## config.mk

```make
export PLATFORM = sky130hd
export DESIGN_NAME = llbg_ram
export DESIGN_NICKNAME = d
export VERILOG_FILES = /design/src/hw/rtl/llbg_ram.sv
export SDC_FILE = /design/constraint.sdc
export NUM_CORES = 1
export LEC_CHECK = 0
export BUFFER_PORTS_ARGS = -buffer_cell sky130_fd_sc_hd__buf_2
export CAP_MARGIN = 40
export CORE_ASPECT_RATIO = 2
export CORE_MARGIN = 4
export CORE_UTILIZATION = 63
export CTS_CLUSTER_DIAMETER = 200
export CTS_CLUSTER_SIZE = 16
export DETAILED_ROUTE_END_ITERATION = 8
export HOLD_SLACK_MARGIN = 0.15
export PLACE_DENSITY_LB_ADDON = 0.12
export SYNTH_ARGS = -nofsm -noshare
export SYNTH_HDL_FRONTEND = slang
export SYNTH_SLANG_ARGS = --single-unit
```

## constraint.sdc

```tcl
create_clock -name clk_i -period 2.54 [get_ports clk_i]
set_clock_uncertainty 0.15 [all_clocks]
set_input_delay 0.127 -clock clk_i [delete_from_list [all_inputs] [get_ports clk_i]]
set_output_delay 0.127 -clock clk_i [all_outputs]
set_load 0.05 [all_outputs]
```

## src/hw/rtl/llbg_ram.sv

```systemverilog
// Simple dual-port RAM: one write port, one read port with registered read.
// No dependencies.
module llbg_ram #(
  parameter int unsigned WIDTH = 16,
  parameter int unsigned DEPTH = 64
) (
  input  logic                                  clk_i,
  input  logic                                  we_i,
  input  logic [(DEPTH > 1 ? $clog2(DEPTH) : 1)-1:0] waddr_i,
  input  logic [WIDTH-1:0]                      wdata_i,
  input  logic                                  re_i,
  input  logic [(DEPTH > 1 ? $clog2(DEPTH) : 1)-1:0] raddr_i,
  output logic [WIDTH-1:0]                      rdata_o
);

  logic [WIDTH-1:0] mem [DEPTH];

  always_ff @(posedge clk_i) begin
    if (we_i) begin
      mem[waddr_i] <= wdata_i;
    end
    if (re_i) begin
      rdata_o <= mem[raddr_i];
    end
  end

endmodule

```

==> flow_summary_export.csv, run 1 <==
group,metric,value,unit
synthesis,ys_ff_latch,1040,
final_layout,fin_nets,2136,
critical_path,rrSetupSlack,0.28,ns
global_routing,grt_max_degree,65,
critical_path,start_kind,"input pin",
synthesis,ys_async_sr_fraction,0,
synthesis,synth_xor_area_frac,0,
timing,fin_crit_sh,0.899,
final_layout,final_common_cell,"edfxtp_1",
route,dr.pass1.iters,5,
timing,period_needed,2.28,ns
placement,dp_cells,2793,
clocking,clk_pin_slew_worst_paths,0.07,ns
final_layout,n_fill_cell,3809,
final_layout,multi_input_area,0.00825,mm²
clocking,clkSinkCount,1040,
clocking,clockRootBuffer,"clkbuf_16",
synthesis,synth_compound_area_frac,0.0240,
power,p_per_area,706,mW/mm²
synthesis,syn_nets,1860,
clocking,cts_buffers,74,
synthesis,synthesis.instances,1829,
floorplanning,row_count,130,
critical_path,worstSetupEndpointType,"flip-flop",
synthesis,ys_warn_count,0,
timing,tightestPinTransition,0.872,ns
route,vias_per_cell,6.75,
placement,portBuffers,46,
placement,dpl.hpwl,61700,µm
clocking,clockBufferDepth,3,
route,wl_per_cell,33.2,µm
synthesis,synthSimpleGateAreaFrac,0.0264,
critical_path,worstSetupPathType,"input pin to flip-flop",
global_routing,antenna_found_initial,2,
floorplanning,die-area,0.0682,mm²
synthesis,yosysUniqueCellTypes,42,
route,initialDrtViolationCount,1965,
critical_path,cp.required,2.74,ns
power,leakagePower,0.0145,µW
final_layout,register_area,0.0312,mm²
critical_path,crit_path_max_fanout,14,
clocking,post_cts_resized,0,
placement,place_ws,-0.175,ns
synthesis,synth.mux.area_fraction,0.155,
floorplanning,ios,47,
final_layout,most-common-layout-cells,"edfxtp_1, mux4_2, buf_4",
global_routing,grt_pass1_vias,20300,
final_layout,area_growth,11.7,%
floorplanning,dieHeight,365,µm
final_layout,stdcell_count,2902,
critical_path,critPathArrivalTime,2.48,ns
timing,setup_viol,0,
final_layout,drive_gt1_frac,0.290,
power,peakVddDrop,608,µV
synthesis,synth_area_per_cell,22.0,µm²
global_routing,overflow,0,
synthesis,synth_flop_cell,"edfxtp_1",
floorplanning,die_x,187,µm
placement,gp_congestion,0.862,
floorplanning,core_region_area,0.0631,mm²
timing,slew_headroom,0.418,
route,num_vias,19600,
clocking,htreeDepth,3,
synthesis,synth_fa_ha_area_frac,0,
route,ant_nets,0,
timing,rsz0062_at_grt,"no",
timing,max_freq,438,MHz
timing,holdWs,0.282,ns
global_routing,grt_pass1_wl,141000,µm
route,drc_errors,0,
synthesis,synth_area,0.0402,mm²
synthesis,synth_edf_count,1040,
floorplanning,initial_core_util,0.637,
clocking,cts_setup_buffers,0,
route,wirelength,96300,µm
clocking,cts_tree,"yes",
global_routing,track_usage,0.288,
timing,finalHoldViolCount,0,
clocking,clock_latency,0.61,ns
min_path,hold_class,"input pin to flip-flop",
synthesis,ys_seq_area_frac,0.777,
synthesis,synth_top_family_by_area,"multiplexers",
timing,fin_ws,0.257,ns
flow_run,cap_viol_max_count,0,
timing,drv_slew,0,
run_status,status,"finished clean",
flip-flops by register name (all words and copies together) (netlist names):
register / count
rdata_o: 16
mem: 1024
worst paths after layout:
check	startpoint	end	cells past startpoint
min reg2reg	mem[39][12]	rdata_o[12]	4
max	raddr_i[4]	rdata_o[15]	6
min	waddr_i[5]	mem[49][3]	4
max reg2reg	mem[26][15]	rdata_o[15]	6
metal layers:
metal / wire length [µm] / GRT usage / vias up
li1: - / - / 8158
met1: 33800 / 0.364 / 10300
met2: 51100 / 0.503 / 895
met3: 5960 / 0.0339 / 214
met4: 5390 / 0.140 / 2
met5: 17 / 0 / -
cell usage after synthesis, types with 16 or more instances:
cell,number,share of area
a21oi_1,17,0.0021
a221oi_1,16,0.0035
a22oi_1,39,0.0073
buf_2,36,0.0045
buf_6,17,0.0048
clkbuf_1,24,0.0022
edfxtp_1,1040,0.78
mux2_2,27,0.0076
mux2i_1,85,0.021
mux4_2,220,0.12
nand2_1,59,0.0055
nand3_1,24,0.0030
nor2_1,72,0.0067
nor2b_1,30,0.0047
stage by stage:
stage / power [µW] / instance area, µm² / utilization / setup TNS [ns]
after floorplan: 20500 / 40200 / - / 0
final: 31700 / 44900 / 0.712 / 0
after detailed placement: 21500 / 42700 / 0.676 / -0.587
after global placement: 21400 / 42700 / 0.676 / -0.527
after global routing: 32600 / 44900 / 0.712 / 0
after CTS: 31900 / 44900 / 0.712 / 0
critical path, cell delays in order:
cell and delay [ns]:
dlygate4sd3_1 0.53, buf_2 0.40, nor2b_1 0.59, a22oi_1 0.27, a31oi_1 0.47, a311oi_1 0.09
kinds of logic (layout without fill, tap and decap cells):
family,Yosys count,in the layout
compound gates,129,129
buf+inv,104,383
simple gates,220,220
mux,336,336
other cells,0,2
flops,1040,1040
timing repair:
action                                  CTS  global route
setup endpoints to repair                 0             0
hold buffers                             28             0
endpoints found under the hold margin  1032             0
final cells by class:
type | instances | share of cell area
sequential | 1040 | 0.695
multi-input combinational | 685 | 0.184
tap | 792 | 0.0221
antenna | 2 | 0.000111
clock buffer | 77 | 0.0429
timing repair buffer | 304 | 0.0557
clock inverter | 2 | 0.000390
power by group:
part	internal [µW]	leakage (µW)	switching, µW	total [µW]
Clock	5370	0.000958	5260	10600
Combinational	791	0.00413	1250	2040
Sequential	19000	0.00937	45.7	19100
Total	25200	0.0145	6560	31700
No activity file was read; power rests on OpenSTA's default activity.
==> run 2, diff against run 1 <==
--- a/config.mk
+++ b/config.mk
@@ -11,10 +11,10 @@
 export CORE_MARGIN = 4
 export CORE_UTILIZATION = 63
 export CTS_CLUSTER_DIAMETER = 200
-export CTS_CLUSTER_SIZE = 16
 export DETAILED_ROUTE_END_ITERATION = 8
 export HOLD_SLACK_MARGIN = 0.15
 export PLACE_DENSITY_LB_ADDON = 0.12
+export REMOVE_ABC_BUFFERS = 1
 export SYNTH_ARGS = -nofsm -noshare
 export SYNTH_HDL_FRONTEND = slang
 export SYNTH_SLANG_ARGS = --single-unit
==> run 2 against run 1 <==
Compared with the run above:
- sequential share of layout area down 1.1 points
- total power up 7.3%
- setup slack worse by 0.24 ns
- worst hold slack got worse by 0.075 ns
- maximum frequency is 9.4% lower
- critical path type unchanged
- largest power group unchanged
==> flow_summary_export.csv, run 2 (synthesized netlist as in run 1, its figures left out) <==
group,metric,value,unit
run_status,status,"finished clean",
critical_path,rrSetupSlack,0.23,ns
final_layout,n_fill_cell,3694,
route,dr.pass1.iters,6,
route,vias_per_cell,6.61,
critical_path,crit_cells,6,
clocking,cts_buffers,83,
final_layout,fin_nets,2140,
clocking,clk_pin_slew_worst_paths,0.07,ns
critical_path,crit_family,"buffers and inverters",
placement,portBuffers,46,
timing,setup_tns,0,ns
timing,fin_ws,0.0206,ns
final_layout,design_area,0.0457,mm²
critical_path,worstSetupPathType,"input pin to flip-flop",
floorplanning,ios,47,
route,num_vias,19600,
critical_path,critPathArrivalTime,2.69,ns
final_layout,final_common_cell,"edfxtp_1",
global_routing,track_usage,0.282,
floorplanning,core_region_area,0.0631,mm²
floorplanning,die_x,187,µm
critical_path,cp-endpoint,"mem[34][10]",
final_layout,largest_register,"mem",
clocking,cts_tree,"yes",
timing,rsz0062_at_grt,"no",
timing,finalHoldViolCount,0,
power,p_per_area,746,mW/mm²
route,initialDrtViolationCount,2048,
global_routing,overflow,0,
final_layout,finalCoreUtilization,0.723,
global_routing,grt_pass1_vias,20500,
final_layout,stdcell_count,2965,
global_routing,grt_max_degree,65,
placement,gp_congestion,0.847,
clocking,htreeDepth,3,
timing,tightestPinTransition,0.822,ns
clocking,postCtsHoldBufs,26,
placement,dpl.hpwl,61500,µm
floorplanning,dieHeight,365,µm
route,drc_errors,0,
clocking,cts_setup_buffers,0,
route,ant_nets,0,
floorplanning,row_count,130,
placement,placed_cell_area,0.0427,mm²
clocking,clockRootBuffer,"clkbuf_16",
timing,drv_slew,0,
critical_path,timing.rr.end,"rdata_o[13]",
timing,slew_headroom,0.452,
critical_path,cpPeakStageDelay,0.68,ns
critical_path,crit_start,"waddr_i[4]",
timing,max_freq,397,MHz
final_layout,drive_gt1_frac,0.294,
global_routing,antenna_found_initial,2,
critical_path,crit_slowest_cell,"dlygate4sd3_1",
critical_path,worstSetupEndpointType,"flip-flop",
timing,setup_viol,0,
critical_path,cp_common_cell,"dlygate4sd3_1",
min_path,hold_class,"input pin to flip-flop",
critical_path,reg2reg_depth,5,
floorplanning,die-area,0.0682,mm²
power,peakVddDrop,897,µV
floorplanning,initial_core_util,0.637,
clocking,clockBufferDepth,3,
final_layout,most-common-layout-cells,"edfxtp_1, mux4_2, buf_4",
final_layout,largest_registers,"mem: 1024 flops, rdata_o: 16 flops",
timing,period_needed,2.52,ns
critical_path,crit_path_max_fanout,13,
route,wirelength,94400,µm
critical_path,cp.required,2.71,ns
critical_path,r2r-start,"mem[4][13]",
final_layout,largest_register_ffs,1024,
clocking,post_cts_resized,0,
clocking,clock_latency,0.62,ns
placement,place_ws,-0.173,ns
flow_run,cap_viol_max_count,0,
route,wl_per_cell,31.8,µm
critical_path,crit_chain,"dlygate4sd3_1 > buf_2 > or3b_2 > dlygate4sd3_1 > nor2_1 > buf_12",
power,leakagePower,0.0148,µW
critical_path,crit_buf_inv,4,
placement,dp_cells,2790,
final_layout,area_growth,13.6,%
global_routing,grt_pass1_wl,139000,µm
critical_path,start_kind,"input pin",
clocking,clkSinkCount,1040,
timing,fin_crit_sh,0.992,
-- run 2: where the power goes --
part	leakage [µW]	internal, µW	switching, µW
sequential	0.00937	19000	47.5
combinational	0.00412	792	1230
clock	0.00131	7270	5680
total	0.0148	27100	6960
-- run 2: worst min-delay path by stage --
stage / from / to / slack (ns) / depth (start not counted)
after global routing: raddr_i[4] / rdata_o[6] / 0.17 / 3
after detailed placement: wdata_i[13] / mem[17][13] / 0.42 / 1
final: waddr_i[5] / mem[38][6] / 0.21 / 4
after floorplan: wdata_i[0] / mem[0][0] / 0.08 / 0
after global placement: wdata_i[13] / mem[21][13] / 0.42 / 1
after CTS: raddr_i[4] / rdata_o[6] / 0.16 / 3
-- run 2: cell type report --
type | count | area [µm²] | area share
clock buffer | 105 | 2240 | 0.0492
antenna | 2 | 5.00 | 0.000110
timing repair buffer | 299 | 2490 | 0.0545
tap | 792 | 991 | 0.0217
sequential | 1040 | 31200 | 0.684
clock inverter | 42 | 443 | 0.00970
multi-input combinational | 685 | 8250 | 0.181
-- run 2: metrics by stage --
step / hold slack [ns] / power [µW]
final: 0.207 / 34000
after global routing: 0.168 / 35000
after CTS: 0.160 / 34200
after detailed placement: 0.421 / 21400
after global placement: 0.415 / 21400
after floorplan: 0.0759 / 20200
-- run 2: tightest hold or removal path, delay by kind of cell --
family,cells,cell delay (ns)
and+or+nand+nor,2,0.39
buffers and inverters,2,0.28
-- run 2: per-layer routing --
layer | global-route usage | share of wire | vias to the layer above
li1 | - | - | 8226
met1 | 0.347 | 0.35 | 10300
met2 | 0.511 | 0.55 | 845
met3 | 0.0354 | 0.063 | 174
met4 | 0.117 | 0.045 | 0
met5 | 0 | 0 | -
